[src/hdl/ackermann_steering_angles_macros.svh]
// Assertion macros shared by the steering-angle modules
`ifndef ACKERMANN_STEERING_ANGLES_MACROS_SVH
`define ACKERMANN_STEERING_ANGLES_MACROS_SVH

// same-cycle implication, sampled on clk, quiet during reset
`define ASA_ASSERT_IMP(lbl, ante, cons, msg) \
	lbl: assert property (@(posedge clk) disable iff (!arst_n) (ante) |-> (cons)) \
		else $error(msg);

// next-cycle implication
`define ASA_ASSERT_NXT(lbl, ante, cons, msg) \
	lbl: assert property (@(posedge clk) disable iff (!arst_n) (ante) |=> (cons)) \
		else $error(msg);

`endif

[src/hdl/asa_pkg.sv]
// Shared constants, types and tables of the Ackermann steering block
`timescale 1ns / 1ps
package asa_pkg;

	localparam int ANGLE_FRAC_BITS = 16;
	localparam int RW     = ANGLE_FRAC_BITS + 3;   // rotation CORDIC word
	localparam int VW     = ANGLE_FRAC_BITS + 16;  // vectoring CORDIC word
	localparam int MAG_W  = 14;
	localparam int ANG_W  = 15;
	localparam int LEN_W  = 12;
	localparam int CFG_W  = 14;
	localparam int QSH    = 32 - ANGLE_FRAC_BITS;

	localparam logic [63:0] QHALF          = (64'd1 << QSH) >> 1;
	localparam logic [63:0] PI_Q32         = 64'd13493037705;
	localparam logic [63:0] KINV_Q32       = 64'd2608131496;
	localparam logic [63:0] CDEG_HALF_TURN = 64'd18000;
	localparam logic [63:0] PI_DIV         = PI_Q32 / CDEG_HALF_TURN;
	localparam logic [63:0] PI_REM         = PI_Q32 % CDEG_HALF_TURN;
	localparam logic [63:0] RND_BIAS       = CDEG_HALF_TURN / 2;
	// 18000 = 16 * 1125: shift by four, then reciprocal of 1125
	localparam int          DIV_SH         = 31;
	localparam logic [63:0] DIV_K          = 64'd1125;
	localparam logic [63:0] DIV_RECIP      = (64'd1 << DIV_SH) / DIV_K;
	// radians back to cdeg
	localparam int          ZSH            = ANGLE_FRAC_BITS + 15;
	localparam logic [63:0] ZMUL           = CDEG_HALF_TURN << QSH;
	localparam logic [63:0] ZRECIP         = (CDEG_HALF_TURN << (QSH + ZSH)) / PI_Q32;
	localparam logic [63:0] PI_HALF        = PI_Q32 / 2;

	localparam int RIGHT_ANGLE = 9000;
	localparam int MIN_RAD2    = 200;   // twice the minimum turn radius, mm

	localparam int QDEPTH = 4;
	localparam int QPW    = $clog2(QDEPTH);
	localparam int QCW    = $clog2(QDEPTH + 1);

	typedef enum logic [1:0] {
		REG_WHEELBASE = 2'd0,
		REG_TRACK     = 2'd1,
		REG_MAX_INNER = 2'd2
	} cfg_reg_t;

	typedef struct packed {
		logic             neg;
		logic [MAG_W-1:0] mag;
		logic             kill;
	} asa_tag_t;

	typedef struct packed {
		asa_tag_t              tag;
		logic signed [RW-1:0]  theta;
	} asa_item_t;

	function automatic logic [63:0] q32_to_qf(input logic [63:0] v);
		return (v + QHALF) >> QSH;
	endfunction

	function automatic logic signed [RW-1:0] atan_qf(input int i);
		logic [63:0] a;
		case (i)
			0:  a = 64'd3373259426;
			1:  a = 64'd1991351318;
			2:  a = 64'd1052175346;
			3:  a = 64'd534100635;
			4:  a = 64'd268086748;
			5:  a = 64'd134174063;
			6:  a = 64'd67103403;
			7:  a = 64'd33553749;
			8:  a = 64'd16777131;
			9:  a = 64'd8388597;
			10: a = 64'd4194303;
			11: a = 64'd2097152;
			12: a = 64'd1048576;
			13: a = 64'd524288;
			14: a = 64'd262144;
			15: a = 64'd131072;
			16: a = 64'd65536;
			17: a = 64'd32768;
			18: a = 64'd16384;
			19: a = 64'd8192;
			20: a = 64'd4096;
			21: a = 64'd2048;
			22: a = 64'd1024;
			23: a = 64'd512;
			24: a = 64'd256;
			25: a = 64'd128;
			26: a = 64'd64;
			27: a = 64'd32;
			28: a = 64'd16;
			29: a = 64'd8;
			30: a = 64'd4;
			default: a = 64'd2;
		endcase
		return RW'(q32_to_qf(a));
	endfunction

endpackage

[src/hdl/asa_queue.sv]
// Short queue between the front end and the CORDIC back end
`timescale 1ns / 1ps
module asa_queue (
	input  logic               clk,
	input  logic               arst_n,
	input  logic               push,
	input  asa_pkg::asa_item_t push_item,
	output logic               full,
	input  logic               pop,
	output logic               valid,
	output asa_pkg::asa_item_t pop_item
);
	import asa_pkg::*;

	asa_item_t        mem_q [QDEPTH];
	logic [QPW-1:0]   wr_ptr_q, rd_ptr_q;
	logic [QCW-1:0]   cnt_q;

	assign full     = (cnt_q == QCW'(QDEPTH));
	assign valid    = (cnt_q != '0);
	assign pop_item = mem_q[rd_ptr_q];

	always_ff @(posedge clk or negedge arst_n) begin
		if (!arst_n) begin
			wr_ptr_q <= '0;
			rd_ptr_q <= '0;
			cnt_q    <= '0;
		end else begin
			if (push)
				wr_ptr_q <= (wr_ptr_q == QPW'(QDEPTH - 1)) ? '0 : wr_ptr_q + 1'b1;
			if (pop)
				rd_ptr_q <= (rd_ptr_q == QPW'(QDEPTH - 1)) ? '0 : rd_ptr_q + 1'b1;
			cnt_q <= cnt_q + QCW'(push) - QCW'(pop);
		end
	end

	always_ff @(posedge clk) begin
		if (push)
			mem_q[wr_ptr_q] <= push_item;
	end

	`include "ackermann_steering_angles_macros.svh"

	`ASA_ASSERT_IMP(a_q_bound, 1'b1, cnt_q <= QCW'(QDEPTH), "queue overfilled")
	`ASA_ASSERT_IMP(a_q_pop, pop, cnt_q != '0, "pop from empty queue")

endmodule

[config.mk]
export PLATFORM = sky130hd
export DESIGN_NAME = asa_queue
export DESIGN_NICKNAME = d
export VERILOG_FILES = /design/src/hdl/asa_pkg.sv /design/src/hdl/asa_queue.sv
export VERILOG_INCLUDE_DIRS = /design/src /design/src/hdl
export SDC_FILE = /design/constraint.sdc
export NUM_CORES = 1
export LEC_CHECK = 0
export BUFFER_PORTS_ARGS = -buffer_cell sky130_fd_sc_hd__buf_2
export CAP_MARGIN = 20
export CELL_PAD_IN_SITES_DETAIL_PLACEMENT = 1
export CELL_PAD_IN_SITES_GLOBAL_PLACEMENT = 2
export CORE_MARGIN = 10
export CORE_UTILIZATION = 44
export DETAILED_ROUTE_END_ITERATION = 10
export PLACE_DENSITY = 0.86
export SETUP_SLACK_MARGIN = 0.02
export SYNTH_ARGS = -nofsm -noshare
export SYNTH_HDL_FRONTEND = slang
export SYNTH_SLANG_ARGS = --single-unit
[constraint.sdc]
create_clock -name clk -period 2.6 [get_ports clk]
set_input_delay 0.52 -clock clk [delete_from_list [all_inputs] [get_ports clk]]
set_output_delay 0.52 -clock clk [all_outputs]
set_load 0.01 [all_outputs]
==> qor.txt <==
DRT met1 WL = 4.61 mm
peak supply drop = 0.590 mV
First-pass DRT Iterations = 4
Die Y = 132 microns
final core occ = 55.3%
fillers = 1070
final non-filler cell total = 495
Core Box Area = 12200 sq um
Tcrit/Tclk final = 91.0%
wire length on met2 = 5.16 mm
vias in the first global route = 2868
CTS root buf = clkbuf_16
Diodes inserted = 0
via count = 2500
Peak Freq = 423 MHz
Port Buffers = 75
CTS max path bufs = 2
Critical Path RT = 2080 ps
WS Path Type = reg2out
Slew Viols, Final = 0
synthesized area = 5520 sq um
Worst-Skew Late Latency = 410 ps
Met3 Routed Length = 476 microns
register area = 4380 sq um
clock skew = 4.66 ps
slowest stage delay, CP = 610 ps
syn avg cell area = 25.2 sq um
Power Dens Cells = 1140 nW/um^2
synth warn = 0
setup TNS = 0 ps
Fin. Hold Viols = 0
status = completed
Setup WS pre-CTS = 627 ps
slowest CP cell = mux4_1
worst setup margin = 234 ps
Clock Sinks = 147
first-pass GRT wire length = 16.3 mm
RSZ-0062 raised after global routing = no
syn nets = 266
max cap viols = 0
Hold Path Class = in2reg
area grow syn2layout = 21.9%
via density per instance = 5.05
die area = 17400 sq um
Crit. End Element = primary output
crit path DAT = 1850 ps
clock period minus worst slack = 2370 ps
Post-CTS Resized = 0
most common cell after layout, fill and taps aside = edfxtp_1
CP Launch Type = flip-flop
Crit Path Max Fanout = 38
cts bufs inserted = 17
Crit path max-delay family = multiplexers
drt initial violations = 168
Reg clk slew, reported paths = 60 ps
CTS tree = done
GR Util All Layers = 12.4%
share of layout cells above drive strength 1 = 45.6%
I/O pins = 76
# nets final = 362
DR WL/cell = 21.0 microns
Starting Density = 45.4%
largest net degree at the start of global routing = 39
top sig layer = met4
crit path buf inv count = 2
Die Width = 132 microns
GP Congestion = 0.680
commonest non-fill, non-tap cells in the layout = edfxtp_1 (140), buf_2 (75), mux4_2 (28)
leakage power = 2.40 nW
DP HPWL = 6.76 mm
Distinct cells, synth = 20
Post-DRT Antenna Nets = 0
Site Rows = 40
FF+latch count, synth = 147
post-synthesis instance total = 219
area post-placement = 6130 sq um
H-Tree Depth = 4
Seq/Total Area, Yosys = 79.3%
Final Cell Area = 6730 sq um
final setup fails = 0
# placed instances = 463
# DRC = 0
WL final = 10.4 mm
initial antenna violation count = 0
area of the multi-input gates = 1030 sq um
Cell Chain, Critical Path = buf_12, mux4_1, buf_2
Worst slew margin = 67.1%
slew at the pin closest to its max-slew limit = 493 ps
aggregate global routing overflow = 0
cells in the mapped netlist (all sizes together):
cell	instances	area [sq um]
nand2	1	3.75
dfrtp	7	175
mux2	2	22.5
nor2	1	3.75
edfxtp	140	4200
xor2	1	8.76
or3b	1	8.76
or3	1	6.26
xnor2	1	8.76
and2	4	25.0
buf	8	91.3
and3	1	6.26
mux4	35	815
inv	6	22.5
o21ai	2	10.0
ha	7	87.6
fa	1	20.0
stage by stage:
step / hold WS (ps) / power (mW)
after floorplan: 224 / 4.61
after global placement: 371 / 5.29
after detailed placement: 373 / 5.36
after CTS: 301 / 7.82
after global routing: 308 / 8.07
final: 320 / 7.67
cell families (layout without fill, tap and decap cells):
kind of cell,count (synthesis),after routing,share of synthesized area [%]
buf+inv,14,122,2.06
simple gates,9,9,0.975
mux,37,37,15.2
flops,147,147,79.3
xor+xnor,2,2,0.317
fa+ha+maj,8,8,1.95
compound gates,2,2,0.181
sequential cells by signal, summed over array words and instances, names as in the netlist:
name,cells
mem_q,140
cnt_q,3
rd_ptr_q,2
wr_ptr_q,2
layout make-up:
class                           count  area share [%]
Clock buffer                       17            6.32
Clock inverter                     14            2.51
Inverter                            6           0.335
Multi-Input combinational cell     58            15.3
Sequential cell                   147            65.1
Tap cell                          168            3.12
Timing Repair Buffer               85            7.29
final timing paths:
path,end,depth (start not counted),start,slack (ps)
max in group asynchronous,rd_ptr_q[1]$_DFFE_PN0P_,2,arst_n,1930
max,pop_item[34],3,rd_ptr_q[0]$_DFFE_PN0P_,230
min in group asynchronous,cnt_q[1]$_DFF_PN0_,2,arst_n,480
min,mem_q[2][22]$_DFFE_PP_,1,push_item[22],320
min reg2reg,wr_ptr_q[0]$_DFFE_PN0P_,2,wr_ptr_q[0]$_DFFE_PN0P_,630
max reg2reg,mem_q[0][18]$_DFFE_PP_,4,wr_ptr_q[0]$_DFFE_PN0P_,870
metal layers:
layer | GRT usage (%) | vias up
met5 | 0 | -
met4 | 4.82 | 0
met3 | 4.50 | 11
met2 | 19.8 | 61
met1 | 14.9 | 1309
li1 | - | 1119
power by group:
group          switching, mW  total [mW]  internal (mW)
Clock                  0.866        2.44           1.58
Sequential             0.162        3.21           3.05
Combinational           1.04        2.02          0.982
worst reg2reg max path, cell delays in order, from the launching register on:
cell and delay, ps:
dfrtp_1 410, inv_1 120, ha_1 150, and2_2 430, buf_4 310
repair_timing:
action                    CTS  global route
setup buffers               0             0
hold buffers                1             0
hold endpoints to repair    7             0
Note: power is estimated with default switching activity, not from simulation.
