$ cat src/hdl/ackermann_steering_angles_macros.svh
// Assertion macros shared by the steering-angle modules
`ifndef ACKERMANN_STEERING_ANGLES_MACROS_SVH
`define ACKERMANN_STEERING_ANGLES_MACROS_SVH

// same-cycle implication, sampled on clk, quiet during reset
`define ASA_ASSERT_IMP(lbl, ante, cons, msg) \
	lbl: assert property (@(posedge clk) disable iff (!arst_n) (ante) |-> (cons)) \
		else $error(msg);

// next-cycle implication
`define ASA_ASSERT_NXT(lbl, ante, cons, msg) \
	lbl: assert property (@(posedge clk) disable iff (!arst_n) (ante) |=> (cons)) \
		else $error(msg);

`endif

$ cat src/hdl/asa_pkg.sv
// Shared constants, types and tables of the Ackermann steering block
`timescale 1ns / 1ps
package asa_pkg;

	localparam int ANGLE_FRAC_BITS = 16;
	localparam int RW     = ANGLE_FRAC_BITS + 3;   // rotation CORDIC word
	localparam int VW     = ANGLE_FRAC_BITS + 16;  // vectoring CORDIC word
	localparam int MAG_W  = 14;
	localparam int ANG_W  = 15;
	localparam int LEN_W  = 12;
	localparam int CFG_W  = 14;
	localparam int QSH    = 32 - ANGLE_FRAC_BITS;

	localparam logic [63:0] QHALF          = (64'd1 << QSH) >> 1;
	localparam logic [63:0] PI_Q32         = 64'd13493037705;
	localparam logic [63:0] KINV_Q32       = 64'd2608131496;
	localparam logic [63:0] CDEG_HALF_TURN = 64'd18000;
	localparam logic [63:0] PI_DIV         = PI_Q32 / CDEG_HALF_TURN;
	localparam logic [63:0] PI_REM         = PI_Q32 % CDEG_HALF_TURN;
	localparam logic [63:0] RND_BIAS       = CDEG_HALF_TURN / 2;
	// 18000 = 16 * 1125: shift by four, then reciprocal of 1125
	localparam int          DIV_SH         = 31;
	localparam logic [63:0] DIV_K          = 64'd1125;
	localparam logic [63:0] DIV_RECIP      = (64'd1 << DIV_SH) / DIV_K;
	// radians back to cdeg
	localparam int          ZSH            = ANGLE_FRAC_BITS + 15;
	localparam logic [63:0] ZMUL           = CDEG_HALF_TURN << QSH;
	localparam logic [63:0] ZRECIP         = (CDEG_HALF_TURN << (QSH + ZSH)) / PI_Q32;
	localparam logic [63:0] PI_HALF        = PI_Q32 / 2;

	localparam int RIGHT_ANGLE = 9000;
	localparam int MIN_RAD2    = 200;   // twice the minimum turn radius, mm

	localparam int QDEPTH = 4;
	localparam int QPW    = $clog2(QDEPTH);
	localparam int QCW    = $clog2(QDEPTH + 1);

	typedef enum logic [1:0] {
		REG_WHEELBASE = 2'd0,
		REG_TRACK     = 2'd1,
		REG_MAX_INNER = 2'd2
	} cfg_reg_t;

	typedef struct packed {
		logic             neg;
		logic [MAG_W-1:0] mag;
		logic             kill;
	} asa_tag_t;

	typedef struct packed {
		asa_tag_t              tag;
		logic signed [RW-1:0]  theta;
	} asa_item_t;

	function automatic logic [63:0] q32_to_qf(input logic [63:0] v);
		return (v + QHALF) >> QSH;
	endfunction

	function automatic logic signed [RW-1:0] atan_qf(input int i);
		logic [63:0] a;
		case (i)
			0:  a = 64'd3373259426;
			1:  a = 64'd1991351318;
			2:  a = 64'd1052175346;
			3:  a = 64'd534100635;
			4:  a = 64'd268086748;
			5:  a = 64'd134174063;
			6:  a = 64'd67103403;
			7:  a = 64'd33553749;
			8:  a = 64'd16777131;
			9:  a = 64'd8388597;
			10: a = 64'd4194303;
			11: a = 64'd2097152;
			12: a = 64'd1048576;
			13: a = 64'd524288;
			14: a = 64'd262144;
			15: a = 64'd131072;
			16: a = 64'd65536;
			17: a = 64'd32768;
			18: a = 64'd16384;
			19: a = 64'd8192;
			20: a = 64'd4096;
			21: a = 64'd2048;
			22: a = 64'd1024;
			23: a = 64'd512;
			24: a = 64'd256;
			25: a = 64'd128;
			26: a = 64'd64;
			27: a = 64'd32;
			28: a = 64'd16;
			29: a = 64'd8;
			30: a = 64'd4;
			default: a = 64'd2;
		endcase
		return RW'(q32_to_qf(a));
	endfunction

endpackage

$ cat src/hdl/asa_front.sv
// Front end: accepts commands, clamps, flags trivial cases, converts cdeg to radians
`timescale 1ns / 1ps
module asa_front (
	input  logic                           clk,
	input  logic                           arst_n,
	input  logic                           in_valid,
	output logic                           in_ready,
	input  logic signed [asa_pkg::ANG_W-1:0] wheel_angle_cdeg,
	input  logic [asa_pkg::MAG_W-1:0]      max_inner_cdeg,
	input  logic                           full,
	output logic                           push,
	output asa_pkg::asa_item_t             push_item
);
	import asa_pkg::*;

	localparam int HI_W = 34;
	localparam int V_W  = 25;
	localparam int V4_W = V_W - 4;
	localparam int QE_W = 11;
	localparam int PR_W = V4_W + 21;
	localparam int TQ_W = HI_W + 1;

	logic                en;
	logic [5:1]          vld_q;
	logic [ANG_W-1:0]    magu;
	logic [MAG_W-1:0]    mag_c;
	asa_tag_t            tag_s1, tag_s2, tag_s3, tag_s4, tag_s5;
	logic [HI_W-1:0]     hi_s2, hi_s3, hi_s4;
	logic [V_W-1:0]      v_s2;
	logic [V4_W-1:0]     v4_s3;
	logic [QE_W-1:0]     qe_s3, q_s4;
	logic [PR_W-1:0]     prod;
	logic [V4_W:0]       rem;
	logic [TQ_W-1:0]     thq;
	logic signed [RW-1:0] theta_s5;

	assign en       = !(vld_q[5] && full);
	assign in_ready = en;
	assign push     = vld_q[5] && !full;
	assign push_item = '{tag: tag_s5, theta: theta_s5};

	always_comb begin
		magu  = wheel_angle_cdeg[ANG_W-1] ? ANG_W'(-wheel_angle_cdeg) : wheel_angle_cdeg;
		mag_c = (magu > {1'b0, max_inner_cdeg}) ? max_inner_cdeg : magu[MAG_W-1:0];
		prod  = PR_W'(v_s2[V_W-1:4]) * PR_W'(DIV_RECIP);
		rem   = (V4_W+1)'(v4_s3) - (V4_W+1)'(qe_s3) * (V4_W+1)'(DIV_K);
		thq   = TQ_W'(hi_s4) + TQ_W'(q_s4);
	end

	always_ff @(posedge clk or negedge arst_n) begin
		if (!arst_n) begin
			vld_q <= '0;
		end else if (en) begin
			vld_q <= {vld_q[4:1], in_valid};
		end
	end

	always_ff @(posedge clk) begin
		if (en) begin
			tag_s1.neg  <= wheel_angle_cdeg[ANG_W-1];
			tag_s1.mag  <= mag_c;
			tag_s1.kill <= (mag_c == '0) || (mag_c >= MAG_W'(RIGHT_ANGLE));
			// angle*pi/18000 split into whole and remainder parts
			tag_s2 <= tag_s1;
			hi_s2  <= HI_W'(tag_s1.mag) * HI_W'(PI_DIV);
			v_s2   <= V_W'(tag_s1.mag) * V_W'(PI_REM) + V_W'(RND_BIAS);
			tag_s3 <= tag_s2;
			hi_s3  <= hi_s2;
			v4_s3  <= v_s2[V_W-1:4];
			qe_s3  <= prod[DIV_SH +: QE_W];
			// reciprocal estimate is low by at most one
			tag_s4 <= tag_s3;
			hi_s4  <= hi_s3;
			q_s4   <= qe_s3 + QE_W'(rem >= (V4_W+1)'(DIV_K));
			tag_s5   <= tag_s4;
			theta_s5 <= RW'((64'(thq) + QHALF) >> QSH);
		end
	end

	`include "ackermann_steering_angles_macros.svh"

	`ASA_ASSERT_NXT(a_front_hold, vld_q[5] && full, vld_q[5] && $stable(theta_s5), "front stall lost its item")

endmodule

$ cat config.mk
export PLATFORM = sky130hd
export DESIGN_NAME = asa_front
export DESIGN_NICKNAME = d
export VERILOG_FILES = /design/src/hdl/asa_pkg.sv /design/src/hdl/asa_front.sv
export VERILOG_INCLUDE_DIRS = /design/src /design/src/hdl
export SDC_FILE = /design/constraint.sdc
export NUM_CORES = 1
export LEC_CHECK = 0
export CORE_AREA = 8 8 169 291
export DETAILED_ROUTE_END_ITERATION = 6
export DIE_AREA = 0 0 177 299
export DONT_BUFFER_PORTS = 1
export PLACE_DENSITY = 0.74
export SLEW_MARGIN = 5
export SYNTH_ARGS = -nofsm -noshare
export SYNTH_HDL_FRONTEND = slang
export SYNTH_SLANG_ARGS = --single-unit
$ cat constraint.sdc
create_clock -name clk -period 11.3 [get_ports clk]
set_clock_uncertainty 0.05 [all_clocks]
set_input_delay 2.26 -clock clk [delete_from_list [all_inputs] [get_ports clk]]
set_output_delay 2.26 -clock clk [all_outputs]
set_load 0.1 [all_outputs]
==> results.toml <==
[place]
dpl.hpwl_mm = 40.4
place_congestion = 0.903
portBuffers = 0

[global_route]
antenna_found_initial = 0
grt_usage = 0.191
grt_max_degree = 83
grt_pass1_vias = 16500
grt-ovfl-total = 0
grt_pass1_wl_mm = 80.7

[sta]
setup_viol = 0
slew_headroom = 0.223
slew_viol_final = 0
tightest_slew_ps = 1140
fin_crit_sh = 0.578
tns_ps = 0
max_freq_mhz = 153
min_period_ps = 6530
grt_setup_unrepaired = "no"
final-hold-violation-count = 0

[cts]
cts_htree_levels = 1
holdBufCountCts = 0
cts_resized = 0
tritoncts = "built"
cts_root_buf = "clkbuf_16"
cts_setup_buffers = 0
clk_pin_slew_ps = 70
numCtsBuffers = 25
clock_path_buffers = 3
clock_sinks = 264
clk_latency_ps = 560

[floorplanning]
die_y_microns = 299
ioPinCount = 70
dieArea_sq_mm = 0.0529
core_area_sq_mm = 0.0450
num_rows = 103
die_w_microns = 177
initial_core_util = 0.546

[logic_synthesis]
ys_ff_latch = 264
yosysWarnings = 0
synth_top_area_share = 0.317
synth.distinct_cells = 74
postSynthAreaPerCell_sq_um = 11.9
synthesis.area_sq_mm = 0.0246
yosys.area.top_type = "edfxtp_1"
yosysSeqAreaShare = 0.322
synth-edff-count = 259
synth-async-reset-ratio = 0.0189
synth_area_leaders = "edfxtp_1 (32%), ha_1 (24%), fa_1 (20%)"
synth_top_flop_cell = "edfxtp_1"
syn_inst = 2070
synth.net_count = 2823

[outcome]
status = "completed"

[routing]
drc = 0
drt-total-wl_mm = 48.3
first_pass_iters = 5
drt-wirelength-per-cell_microns = 18.0
vias_per_cell = 5.49
vias = 14700
detail_route.iter0.violations = 617
antenna_left = 0

[critical_path]
r2r.worst_path.cells = 24
critPathLaunchType = "flop"
path_max_fanout = 10
cp-end-kind = "flop"
arrival_ps = 6770
required_ps = 11540
path_class = "flop to flop"

[finish]
layout.nets = 2845
area_growth_pct = 6.51
n_antenna_cell = 0
drive_gt1_frac = 0.0327

[worst_hold_path]
hold_path_class = "flop to flop"
whs_path_depth = 0

[job]
cap_viol_max_count = 0
==> worst max-delay path: stages (launching register included) <==
cell      delay (ps)
edfxtp_1         580
ha_1             300
ha_1             200
fa_1             540
inv_1             50
fa_1             470
inv_1             50
fa_1             520
inv_1             40
ha_1             350
a21o_1           200
a21o_1           200
a221o_1          430
a221oi_4         320
a211oi_1         130
a2111o_1         420
a21oi_2          160
xnor2_1          120
nand4_1          130
ha_1             240
ha_1             230
and3_1           220
nand2_1          110
nor2_1            60
xor2_1           130
==> area by class of cell <==
cell class,count,area (sq um)
Inverter,432,1620
Sequential cell,264,7900
Tap cell,577,722
Clock inverter,16,224
Clock buffer,28,637
Fill cell,3618,18800
Timing Repair Buffer,4,30.0
Multi-Input combinational cell,1365,15000
==> sequential cells by signal (all words and copies together), names as in the netlist <==
register,flops
q_s4,11
hi_s2,32
tag_s1,16
tag_s3,16
hi_s3,32
vld_q,5
tag_s2,16
qe_s3,11
v_s2,21
v4_s3,21
theta_s5,19
push_item,16
hi_s4,32
tag_s4,16
==> routing by layer <==
metal | global-route usage | vias to the layer above | wire length, microns
met4 | 0.0956 | 0 | 2630
li1 | - | 7053 | -
met5 | 0 | - | 0
met3 | 0.0192 | 128 | 1170
met2 | 0.376 | 246 | 27400
met1 | 0.191 | 7315 | 17100
==> final timing paths <==
kind / start / end / slack [ps]
max: qe_s3[0] / q_s4[10] / 4770
min: hi_s3[4] / hi_s4[4] / 360
max reg2reg: qe_s3[0] / q_s4[10] / 4770
min reg2reg: hi_s3[4] / hi_s4[4] / 360
max in group asynchronous: arst_n / vld_q[1] / 9780
min in group asynchronous: arst_n / vld_q[2] / 1360
==> per-stage QoR <==
stage	instances	hold WS [ps]	utilization	worst slack, ps	instance area (sq um)
after global placement	2642	350	0.562	4830	25300
after detailed placement	2642	355	0.562	4740	25300
after global routing	2686	361	0.582	4440	26200
final	2686	363	0.582	4770	26200
after floorplan	2070	350	-	574	24600
after CTS	2686	361	0.582	4730	26200
==> cells in the mapped netlist, types with 8 or more instances <==
library cell,count
inv_1,432
o21bai_1,9
o21a_1,11
a31oi_1,8
a21o_1,23
nand3_1,30
nand2_1,61
nor2b_1,18
edfxtp_1,259
nor3_1,18
nand4_1,12
nand2b_1,18
ha_1,470
xnor2_1,92
nor2_1,73
fa_1,250
xor2_1,25
o21ai_0,37
and3_1,13
a21oi_1,78
==> cells by family after synthesis <==
group           after synthesis  synth area share
flops                       264             0.322
simple gates                281            0.0574
fa+ha+maj                   720             0.443
compound gates              240            0.0652
mux                           7           0.00316
buf+inv                     441            0.0675
xor+xnor                    117            0.0417
==> placed cells by master, fill, tap and decap left out, types with 4 or more instances in the layout <==
cell type  count
a31oi_1        8
nand2_1       60
or3_1          4
nor3_1        18
a2111oi_0      4
nor4_1         7
and2_1         5
ha_1         470
a21o_1        23
buf_4          4
edfxtp_1     259
xnor2_1       92
mux2_2         6
a21oi_1       78
xor2_1        25
clkinv_1       6
fa_1         250
o211ai_1       7
and3_1        13
nand2b_1      18
o21bai_1       9
o21ai_1        6
a211o_1        4
o21ai_0       37
or2_2          6
a211oi_1       7
nand3_1       30
nand4_1       12
o31ai_1        7
o21a_1        11
bufinv_16      5
nor2_1        73
inv_1        432
clkbuf_16     25
dfrtp_1        5
nor2b_1       17
Power is not shown: default switching activity piles up to over one toggle a cycle in this logic, so the estimate is an artifact.
